===== config.mk =====
export PLATFORM = sky130hd
export DESIGN_NAME = bhs_regs
export DESIGN_NICKNAME = d
export VERILOG_FILES = /design/src/design/bhs_pkg.sv /design/src/design/bhs_regs.sv
export SDC_FILE = /design/constraint.sdc
export NUM_CORES = 1
export LEC_CHECK = 0
export BUFFER_PORTS_ARGS = -buffer_cell sky130_fd_sc_hd__clkbuf_2
export CORE_MARGIN = 8
export CORE_UTILIZATION = 45
export DETAILED_ROUTE_END_ITERATION = 12
export PLACE_DENSITY = 0.9
export RECOVER_POWER = 100
export REMOVE_ABC_BUFFERS = 1
export SYNTH_ARGS = -nofsm -noshare
export SYNTH_HDL_FRONTEND = slang
export SYNTH_SLANG_ARGS = --single-unit

===== constraint.sdc =====
create_clock -name clk -period 2.8 [get_ports clk]
set_clock_uncertainty 0.05 [all_clocks]
set_input_delay 0.14 -clock clk [delete_from_list [all_inputs] [get_ports clk]]
set_output_delay 0.14 -clock clk [all_outputs]
set_load 0.02 [all_outputs]

===== src/design/bhs_pkg.sv =====
// Shared types, constants and widths of the band history smoother.
package bhs_pkg;

    // Default sizing of the history store
    localparam int MAX_WINDOW_DEF = 16;
    localparam int MAX_BANDS_DEF  = 64;

    // Field widths
    localparam int BAND_W   = 6;
    localparam int VALUE_W  = 32;
    localparam int CURVE_W  = 2;
    localparam int WIN_W    = 5;
    localparam int EXPF_W   = 16;
    localparam int BCNT_W   = 7;
    localparam int WEIGHT_W = 24;

    // APB port
    localparam int PADDR_W = 4;
    localparam int PDATA_W = 32;

    // Curve codes
    localparam logic [CURVE_W-1:0] CURVE_FLAT   = 2'd0;
    localparam logic [CURVE_W-1:0] CURVE_LINEAR = 2'd1;
    localparam logic [CURVE_W-1:0] CURVE_EXP    = 2'd2;

    // Register indexes
    localparam logic [1:0] REG_CURVE_MODE = 2'd0;
    localparam logic [1:0] REG_WINDOW_LEN = 2'd1;
    localparam logic [1:0] REG_EXP_FACTOR = 2'd2;
    localparam logic [1:0] REG_BAND_COUNT = 2'd3;

    // Register reset values
    localparam logic [CURVE_W-1:0] CURVE_MODE_RST = CURVE_EXP;
    localparam logic [WIN_W-1:0]   WINDOW_LEN_RST = 5'd4;
    localparam logic [EXPF_W-1:0]  EXP_FACTOR_RST = 16'd6144;
    localparam logic [BCNT_W-1:0]  BAND_COUNT_RST = 7'd64;

    // Exponential weight arithmetic, Q12.12
    localparam logic [WEIGHT_W-1:0] WEIGHT_ONE = 24'd4096;
    localparam logic [WEIGHT_W-1:0] WEIGHT_MAX = 24'hFFFFFF;
    localparam int                  EXP_SHIFT  = 12;
    localparam int                  EXP_ROUND  = 2048;

    typedef struct packed {
        logic [CURVE_W-1:0] curve_mode;
        logic [WIN_W-1:0]   window_len;
        logic [EXPF_W-1:0]  exp_factor;
        logic [BCNT_W-1:0]  band_count;
    } bhs_cfg_t;

    typedef struct packed {
        logic clear_we;
        logic accept;
        logic issue;
        logic prep;
        logic div_step;
        logic load_out;
    } bhs_cmd_t;

    typedef struct packed {
        logic clear_last;
        logic item_ok;
        logic item_pass;
        logic scan_last;
        logic pipe_busy;
        logic div_last;
    } bhs_stat_t;

endpackage


===== src/design/bhs_regs.sv =====
// APB configuration registers of the band history smoother.
module bhs_regs (
    input  logic                         clk,
    input  logic                         rst_n,
    input  logic                         psel,
    input  logic                         penable,
    input  logic                         pwrite,
    input  logic [bhs_pkg::PADDR_W-1:0]  paddr,
    input  logic [bhs_pkg::PDATA_W-1:0]  pwdata,
    output logic [bhs_pkg::PDATA_W-1:0]  prdata,
    output logic                         pready,
    output bhs_pkg::bhs_cfg_t            cfg
);

    bhs_pkg::bhs_cfg_t cfg_reg;
    logic              wr_en;
    logic [1:0]        reg_idx;

    assign pready  = 1'b1;
    assign wr_en   = psel && penable && pwrite;
    assign reg_idx = paddr[bhs_pkg::PADDR_W-1:2];
    assign cfg     = cfg_reg;

    // Write the addressed register, keeping only its own bits
    always_ff @(posedge clk or negedge rst_n)
    begin
        if (!rst_n)
        begin
            cfg_reg.curve_mode <= bhs_pkg::CURVE_MODE_RST;
            cfg_reg.window_len <= bhs_pkg::WINDOW_LEN_RST;
            cfg_reg.exp_factor <= bhs_pkg::EXP_FACTOR_RST;
            cfg_reg.band_count <= bhs_pkg::BAND_COUNT_RST;
        end
        else if (wr_en)
        begin
            case (reg_idx)
                bhs_pkg::REG_CURVE_MODE:
                    cfg_reg.curve_mode <= pwdata[bhs_pkg::CURVE_W-1:0];
                bhs_pkg::REG_WINDOW_LEN:
                    cfg_reg.window_len <= pwdata[bhs_pkg::WIN_W-1:0];
                bhs_pkg::REG_EXP_FACTOR:
                    cfg_reg.exp_factor <= pwdata[bhs_pkg::EXPF_W-1:0];
                bhs_pkg::REG_BAND_COUNT:
                    cfg_reg.band_count <= pwdata[bhs_pkg::BCNT_W-1:0];
                default:
                    cfg_reg <= cfg_reg;
            endcase
        end
    end

    // Read back the addressed register
    always_comb
    begin
        case (reg_idx)
            bhs_pkg::REG_CURVE_MODE: prdata = bhs_pkg::PDATA_W'(cfg_reg.curve_mode);
            bhs_pkg::REG_WINDOW_LEN: prdata = bhs_pkg::PDATA_W'(cfg_reg.window_len);
            bhs_pkg::REG_EXP_FACTOR: prdata = bhs_pkg::PDATA_W'(cfg_reg.exp_factor);
            bhs_pkg::REG_BAND_COUNT: prdata = bhs_pkg::PDATA_W'(cfg_reg.band_count);
            default:                 prdata = '0;
        endcase
    end

endmodule


==> flow_summary.toml <==
[status]
status = "finished, violations left"
failed_checks = "capacitance limit, slew limit"

[clock_network]
h-tree-depth = 2
clockBufferDepth = 2
numCtsBuffers = 5
clk_pin_slew_ps = 90
cts_setup_buffers = 0
cts_sinks = 30
cts-root-buf = "clkbuf_4"
cts_tree = "done"
worstSkewPairLatency_ps = 330

[timing]
final.setup.tns_ps = 0
rsz0062_at_grt = "no"
hold_slack_ps = 12.8
tightest_slew_ps = 1590
slew_viol_final = 31
period_needed_ps = 1710
layout_setup_ws_ps = 1090
hold_viol = 0
fin_crit_sh_pct = 61.2
slew-limit-headroom_pct = -5.69
fmax_ghz = 0.584
finalSetupViolations = 0

[setup_path]
r2r_cells = 1
r2r-start = "cfg[22]"
cp_num_buf_inv = 2
r2r_setup_slack_ps = 1930
crit_chain = "dlygate4sd3_1, clkbuf_1"
end_kind = "async pin"
critical_path.max_stage_delay_ps = 1150
cp_top_family = "buffers and inverters"
r2r_end = "cfg[22]"
start_kind = "input pin"
cp_slowest_cell = "clkbuf_1"
crit_arrival_ps = 1830
required_ps = 2920
cp_max_fo = 30
critPathKind = "input pin to async pin"

[finish]
final_nets = 236
num_antenna_cells = 0
instances_no_fill = 242
drive_above_1_share_pct = 36.2
largest_register_ffs = 30
post-route-util_pct = 59.2
syn_to_final_growth_pct = 24.8
final_area_sq_um = 1990

[detailed_routing]
routed_wirelength_um = 3970
first_pass_iters = 4
ant_nets = 0
vias_per_cell = 4.68
routed-via-count = 1132
drtIter0Drc = 22
drc = 0
wl_per_cell_um = 16.4

[global_routing]
grt_pass1_vias = 1237
grt_usage_pct = 14.9
antenna_found_initial = 0
grt_remaining_overflow = 0
grt_max_degree = 31
grt_pass1_wl_um = 6160

[placement]
io_buffers = 68
dp_slack_ps = 1130
dp.cells = 220
dpl_cell_area_sq_um = 1870
place_congestion = 0.719
hpwl_um = 2750

[logic_synthesis]
ys_seq_area_share_pct = 47.5
avgSynthCellArea_sq_um = 14.2
synthTopCellsByArea = "dfrtp_1 39%, mux2_2 15%, mux2_4 11%, dfstp_2 8.2%, buf_4 8.0%"
syn_inst = 112
ys_warn_count = 0
synth-seq-cells = 30
yosysTopAreaCellShare_pct = 39.2
ys_types = 21
syn-cell-area_sq_um = 1600
post-synth-top-area-cell = "dfrtp_1"

[power_and_ir_drop]
leakage_nw = 0.920
power_density_nw_per_um2 = 737
finalPower_mw = 1.47
vdd_drop_max_mv = 0.399

[floorplanning]
num_io_pins = 104
die_area_sq_um = 5710
core_sq_um = 3360
core.rowCount = 21
initial_core_util_pct = 47.4
die_h_um = 75.5
die_w_um = 75.5

[min_path]
hp-start = "pwdata[4]"
min_path_cells = 2
hp-class = "input pin to register"
min_to = "cfg[11]"

[run]
drv_cap = 1
==> how the worst max path moves through the flow <==
stage,slack (ps),startpoint,depth (start not counted),to
2_1_floorplan,1590,cfg[10],2,prdata[3]
3_3_place_gp,1150,paddr[3],4,cfg[20]
3_5_place_dp,1130,paddr[3],4,cfg[17]
4_1_cts,1210,cfg[10],3,prdata[3]
5_1_grt,730,rst_n,2,cfg[0]
6_report,1090,rst_n,2,cfg[11]
==> where the power goes <==
part	switching, mW	internal [mW]	leakage [nW]
Sequential	0.0740	0.547	0.359
Clock	0.157	0.185	0.0450
Combinational	0.316	0.189	0.516
==> routing by layer <==
layer  vias up  global-route usage [%]  share of wire, %
met5         -                       0                 0
met4         0                    8.32               1.3
met3         6                    8.95                13
met2        59                    22.0                46
met1       546                    16.2                39
li1        521                       -                 -
==> cell usage after synthesis, drive strengths merged <==
master   n
nor3b    1
nor2b    4
mux4     2
conb     2
and2    10
and3     1
mux2i    2
nand3    2
dfrtp   25
mux2    33
dfstp    5
buf     21
a22o     3
or3      1
==> cell usage in the layout (no fill, tap or decap), drive strengths merged <==
master | Yosys | routed
and3 | 1 | 1
dfrtp | 25 | 25
nor2b | 4 | 4
a22o | 3 | 3
clkbuf | 0 | 73
or3 | 1 | 1
clkinv | 0 | 2
and2 | 10 | 10
dlygate4sd3 | 0 | 14
bufinv | 0 | 1
conb | 2 | 17
mux2i | 2 | 2
nand3 | 2 | 2
mux2 | 33 | 33
nor3b | 1 | 1
dfstp | 5 | 5
mux4 | 2 | 2
==> logic make-up after synthesis <==
group / after synthesis / share of synthesized area [%]
muxes: 37 / 30.2
other: 2 / 0.471
AOI/OAI and AO/OA: 3 / 1.65
buffers and inverters: 21 / 11.0
DFF: 30 / 47.5
and+or+nand+nor: 19 / 9.25
==> final cells by class <==
cell class,instances,area [sq um]
clock buffers,5,37.5
multi-input cells,76,667
clock inverters,3,40.0
flip-flops and latches,30,757
repair buffers,82,432
well taps,46,57.6
fillers,307,1370
==> timing repair <==
item                                   CTS  global route
hold buffers                            14             0
gates resized for setup                  0             0
endpoints found under the hold margin   38             0
No activity file was read; power rests on OpenSTA's default activity.
