$ cat config.mk
export PLATFORM = sky130hd
export DESIGN_NAME = bhs_ctrl
export DESIGN_NICKNAME = d
export VERILOG_FILES = /design/src/design/bhs_pkg.sv /design/src/design/bhs_ctrl.sv
export SDC_FILE = /design/constraint.sdc
export NUM_CORES = 1
export LEC_CHECK = 0
export BUFFER_PORTS_ARGS = -buffer_cell sky130_fd_sc_hd__buf_4
export CORE_AREA = 10 10 47 49
export CTS_CLUSTER_DIAMETER = 50
export DETAILED_ROUTE_END_ITERATION = 10
export DIE_AREA = 0 0 57 59
export GPL_ROUTABILITY_DRIVEN = 0
export PLACE_DENSITY = 0.66
export SETUP_SLACK_MARGIN = 0.4
export SYNTH_ARGS = -nofsm -noshare
export SYNTH_HDL_FRONTEND = slang
export SYNTH_SLANG_ARGS = --single-unit
$ cat constraint.sdc
create_clock -name clk -period 2.65 [get_ports clk]
set_input_delay 0.3975 -clock clk [delete_from_list [all_inputs] [get_ports clk]]
set_output_delay 0.3975 -clock clk [all_outputs]
set_load 0.005 [all_outputs]
$ cat src/design/bhs_pkg.sv
// Shared types, constants and widths of the band history smoother.
package bhs_pkg;

    // Default sizing of the history store
    localparam int MAX_WINDOW_DEF = 16;
    localparam int MAX_BANDS_DEF  = 64;

    // Field widths
    localparam int BAND_W   = 6;
    localparam int VALUE_W  = 32;
    localparam int CURVE_W  = 2;
    localparam int WIN_W    = 5;
    localparam int EXPF_W   = 16;
    localparam int BCNT_W   = 7;
    localparam int WEIGHT_W = 24;

    // APB port
    localparam int PADDR_W = 4;
    localparam int PDATA_W = 32;

    // Curve codes
    localparam logic [CURVE_W-1:0] CURVE_FLAT   = 2'd0;
    localparam logic [CURVE_W-1:0] CURVE_LINEAR = 2'd1;
    localparam logic [CURVE_W-1:0] CURVE_EXP    = 2'd2;

    // Register indexes
    localparam logic [1:0] REG_CURVE_MODE = 2'd0;
    localparam logic [1:0] REG_WINDOW_LEN = 2'd1;
    localparam logic [1:0] REG_EXP_FACTOR = 2'd2;
    localparam logic [1:0] REG_BAND_COUNT = 2'd3;

    // Register reset values
    localparam logic [CURVE_W-1:0] CURVE_MODE_RST = CURVE_EXP;
    localparam logic [WIN_W-1:0]   WINDOW_LEN_RST = 5'd4;
    localparam logic [EXPF_W-1:0]  EXP_FACTOR_RST = 16'd6144;
    localparam logic [BCNT_W-1:0]  BAND_COUNT_RST = 7'd64;

    // Exponential weight arithmetic, Q12.12
    localparam logic [WEIGHT_W-1:0] WEIGHT_ONE = 24'd4096;
    localparam logic [WEIGHT_W-1:0] WEIGHT_MAX = 24'hFFFFFF;
    localparam int                  EXP_SHIFT  = 12;
    localparam int                  EXP_ROUND  = 2048;

    typedef struct packed {
        logic [CURVE_W-1:0] curve_mode;
        logic [WIN_W-1:0]   window_len;
        logic [EXPF_W-1:0]  exp_factor;
        logic [BCNT_W-1:0]  band_count;
    } bhs_cfg_t;

    typedef struct packed {
        logic clear_we;
        logic accept;
        logic issue;
        logic prep;
        logic div_step;
        logic load_out;
    } bhs_cmd_t;

    typedef struct packed {
        logic clear_last;
        logic item_ok;
        logic item_pass;
        logic scan_last;
        logic pipe_busy;
        logic div_last;
    } bhs_stat_t;

endpackage

$ cat src/design/bhs_ctrl.sv
// Sequencing state machine of the band history smoother.
module bhs_ctrl (
    input  logic               clk,
    input  logic               rst_n,
    input  logic               in_valid,
    output logic               in_ready,
    output logic               out_valid,
    input  logic               out_ready,
    input  bhs_pkg::bhs_stat_t stat,
    output bhs_pkg::bhs_cmd_t  cmd
);

    typedef enum logic [5:0] {
        ST_CLEAR = 6'b000001,
        ST_IDLE  = 6'b000010,
        ST_SCAN  = 6'b000100,
        ST_DRAIN = 6'b001000,
        ST_DIV   = 6'b010000,
        ST_OUT   = 6'b100000
    } bhs_state_t;

    bhs_state_t state_reg;
    bhs_state_t state_next;
    logic       out_valid_reg;
    logic       out_valid_next;

    assign in_ready  = (state_reg == ST_IDLE);
    assign out_valid = out_valid_reg;

    // Next state and datapath commands
    always_comb
    begin
        state_next = state_reg;
        cmd        = '0;
        case (state_reg)
            ST_CLEAR:
            begin
                cmd.clear_we = 1'b1;
                if (stat.clear_last)
                begin
                    state_next = ST_IDLE;
                end
            end
            ST_IDLE:
            begin
                if (in_valid)
                begin
                    cmd.accept = 1'b1;
                    if (!stat.item_ok)
                    begin
                        state_next = ST_IDLE;
                    end
                    else if (stat.item_pass)
                    begin
                        state_next = ST_OUT;
                    end
                    else
                    begin
                        state_next = ST_SCAN;
                    end
                end
            end
            ST_SCAN:
            begin
                cmd.issue = 1'b1;
                if (stat.scan_last)
                begin
                    state_next = ST_DRAIN;
                end
            end
            ST_DRAIN:
            begin
                if (!stat.pipe_busy)
                begin
                    cmd.prep   = 1'b1;
                    state_next = ST_DIV;
                end
            end
            ST_DIV:
            begin
                cmd.div_step = 1'b1;
                if (stat.div_last)
                begin
                    state_next = ST_OUT;
                end
            end
            ST_OUT:
            begin
                if (!out_valid_reg || out_ready)
                begin
                    cmd.load_out = 1'b1;
                    state_next   = ST_IDLE;
                end
            end
            default:
            begin
                state_next = ST_CLEAR;
            end
        endcase
    end

    // Hold the result until the sink takes it
    always_comb
    begin
        if (cmd.load_out)
        begin
            out_valid_next = 1'b1;
        end
        else if (out_ready)
        begin
            out_valid_next = 1'b0;
        end
        else
        begin
            out_valid_next = out_valid_reg;
        end
    end

    always_ff @(posedge clk or negedge rst_n)
    begin
        if (!rst_n)
        begin
            state_reg     <= ST_CLEAR;
            out_valid_reg <= 1'b0;
        end
        else
        begin
            state_reg     <= state_next;
            out_valid_reg <= out_valid_next;
        end
    end

endmodule

==> flow_metrics.env <==
export IMPL_status="complete, no violations"
export IMPL_dieHeight_um=59
export IMPL_cts_resized_gates=0
export IMPL_synth_area_top_cells="dfrtp_1 28%, nor2_1 5.6%, dfstp_2 4.9%, buf_4 4.2%, nor2_4 4.2%"
export IMPL_grt_pass1_wl_um=2180
export IMPL_syn_nets=74
export IMPL_antenna_found_initial=0
export IMPL_hpwl_um=1020
export IMPL_power_leakage_nw=0.319
export IMPL_synth_avg_cell_area_um2=8.43
export IMPL_synthTopCellsByCount="8 x nor2_1, 6 x dfrtp_1, 5 x nand2_1"
export IMPL_die_w_um=57
export IMPL_routedWlPerCell_um=13.2
export IMPL_cts_buffers=3
export IMPL_synth_edf_count=0
export IMPL_num_vias=518
export IMPL_crit_required_ps=2250
export IMPL_seq_area_um2=176
export IMPL_synth_top_cell_by_area="dfrtp_1"
export IMPL_syn_to_final_growth_pct=27.8
export IMPL_cp_startpoint="state_reg[5]$_DFFE_PN0P_"
export IMPL_hold_class="input port to flop"
export IMPL_drt_pass1_iterations=4
export IMPL_drcViolationCount=0
export IMPL_diodes=0
export IMPL_place_area_um2=653
export IMPL_netlist_area_um2=539
export IMPL_powerDensity_mw_per_mm2=643
export IMPL_clk_pin_slew_ps=60
export IMPL_rsz0062_at_grt="no"
export IMPL_cts_hold_buf=1
export IMPL_htreeDepth=1
export IMPL_finalNonFillerCells=98
export IMPL_cap_violations=0
export IMPL_end_kind="primary output"
export IMPL_fin_setup_tns_ps=0
export IMPL_path_cells="nor2_1, nand4b_2, clkinv_2, and2_1, buf_4"
export IMPL_postSynth_asyncResetShare_pct=100
export IMPL_postRouteAntennaNets=0
export IMPL_globalRoute_totalOverflow=0
export IMPL_r2r_start="state_reg[5]$_DFFE_PN0P_"
export IMPL_cts_path_max_buffers=2
export IMPL_worst_pin_slew_ps=378
export IMPL_drt_iter0_drc=14
export IMPL_design_area_um2=689
export IMPL_finalClockSkew_ps=4.18
export IMPL_multi_input_area_um2=309
export IMPL_crit_path_max_incr_delay_ps=510
export IMPL_synth_cells=64
export IMPL_grt_max_degree=13
export IMPL_largest_reg_flops=6
export IMPL_min_from="stat[2]"
export IMPL_drt_vias_per_instance=5.29
export IMPL_nets=93
export IMPL_num_rows=14
export IMPL_dp_cells=93
export IMPL_yosysSeqAreaShare_pct=32.7
export IMPL_setup_viol=0
export IMPL_worstPathMaxFanout=12
export IMPL_grt_pass1_vias=527
export IMPL_drive_gt1_share_pct=32.9
export IMPL_clk_latency_ps=250
export IMPL_cts_root_buf="clkbuf_4"
export IMPL_die_area_mm2=0.00336
export IMPL_core_area_mm2=0.00140
export IMPL_hold_ws_ps=345
export IMPL_clock_sinks=7
export IMPL_drt_wl_total_um=1290
export IMPL_crit_path_top_delay_cell="dfrtp_1"
export IMPL_yosysWarnings=0
export IMPL_initial_utilization_pct=38.5
export IMPL_fmax_mhz=524
export IMPL_synthFlopType="dfrtp_1"
export IMPL_yosysUniqueCellTypes=31
export IMPL_finalPower_uw=443
export IMPL_critical_path_class="flop to primary output"
export IMPL_tritoncts="built"
export IMPL_synth_most_common_cell="nor2_1"
export IMPL_track_usage_pct=8.19
export IMPL_fillCellCount=140
export IMPL_ir_drop_mv=0.324
export IMPL_worst_ep_arrival_time_ps=1510
export IMPL_max_slew_margin_rel_pct=74.8
export IMPL_report_final_slew_viol_count=0
export IMPL_finalCritPeriodShare_pct=72.1
export IMPL_synth_seq_cells=7
export IMPL_post_route_min_period_ps=1910
export IMPL_cp_start_kind="flop"
export IMPL_hold_viol=0
export IMPL_pin_count=18
export IMPL_post_cts_buffers=0
export IMPL_io_buffers=17
export IMPL_synth_top_area_share_pct=27.8
kinds of logic after synthesis:
family | after synthesis | synth area share (%)
and+or+nand+nor | 32 | 36.2
DFF | 7 | 32.7
AOI/OAI and AO/OA | 14 | 17.9
xor gates and xnor gates | 2 | 3.25
buffers and inverters | 9 | 9.97
path summary, 6_finish.rpt:
path | to | slack (ps) | cells after the start
max in group asynchronous | state_reg[0]$_DFFE_PN1P_ | 1940 | 2
worst max-delay path | cmd[4] | 740 | 5
worst min register to register | out_valid$_DFFE_PN0P_ | 570 | 2
worst max register to register | state_reg[5]$_DFFE_PN0P_ | 1210 | 5
min in group asynchronous | state_reg[2]$_DFFE_PN0P_ | 500 | 2
worst min-delay path | state_reg[2]$_DFFE_PN0P_ | 340 | 2
layout by cell type (no fill, tap or decap), types with 2 or more instances in the layout:
master / count
xor2_1: 2
nor2b_1: 2
nor4b_1: 2
nor2_1: 8
nor2_4: 2
nor3_1: 2
inv_1: 4
o21ai_0: 4
buf_4: 17
a31oi_1: 2
a21oi_1: 2
nand3_1: 3
nand2_1: 5
clkbuf_4: 3
dfrtp_1: 6
final cells by class:
type                       count  area share (%)
multi-input combinational     48            44.8
timing repair buffer          18            20.0
tap                           16            2.90
clock buffer                   4            3.81
inverter                       5            2.90
sequential                     7            25.6
per-stage QoR:
stage          setup WS [ps]  util [%]
3_5_place_dp            1000      46.6
5_1_grt                  611      49.2
4_1_cts                  713      49.2
2_1_floorplan           1140         -
3_3_place_gp            1040      46.6
6_report                 740      49.2
worst max-delay path: cells and delay by family (launching register included):
family                 cells  cell delay (ps)
buffers and inverters      2              190
and+or+nand+nor            3              550
DFF                        1              510
power breakdown:
| group | switching, mW | internal (mW) | total (mW) | leakage, nW |
|---|---|---|---|---|
| clock | 0.0413 | 0.0576 | 0.0989 | 0.0150 |
| sequential | 0.0406 | 0.130 | 0.170 | 0.0925 |
| combinational | 0.0808 | 0.0932 | 0.174 | 0.212 |
routing by layer:
metal  track usage (%)  share of wire [%]  vias up
met5                 0                  0        -
met4              6.04                1.2        0
met3              3.22                4.2        2
met2              13.2                 51       11
met1              8.50                 44      242
li1                  -                  -      263
No activity file was read; power rests on OpenSTA's default activity.
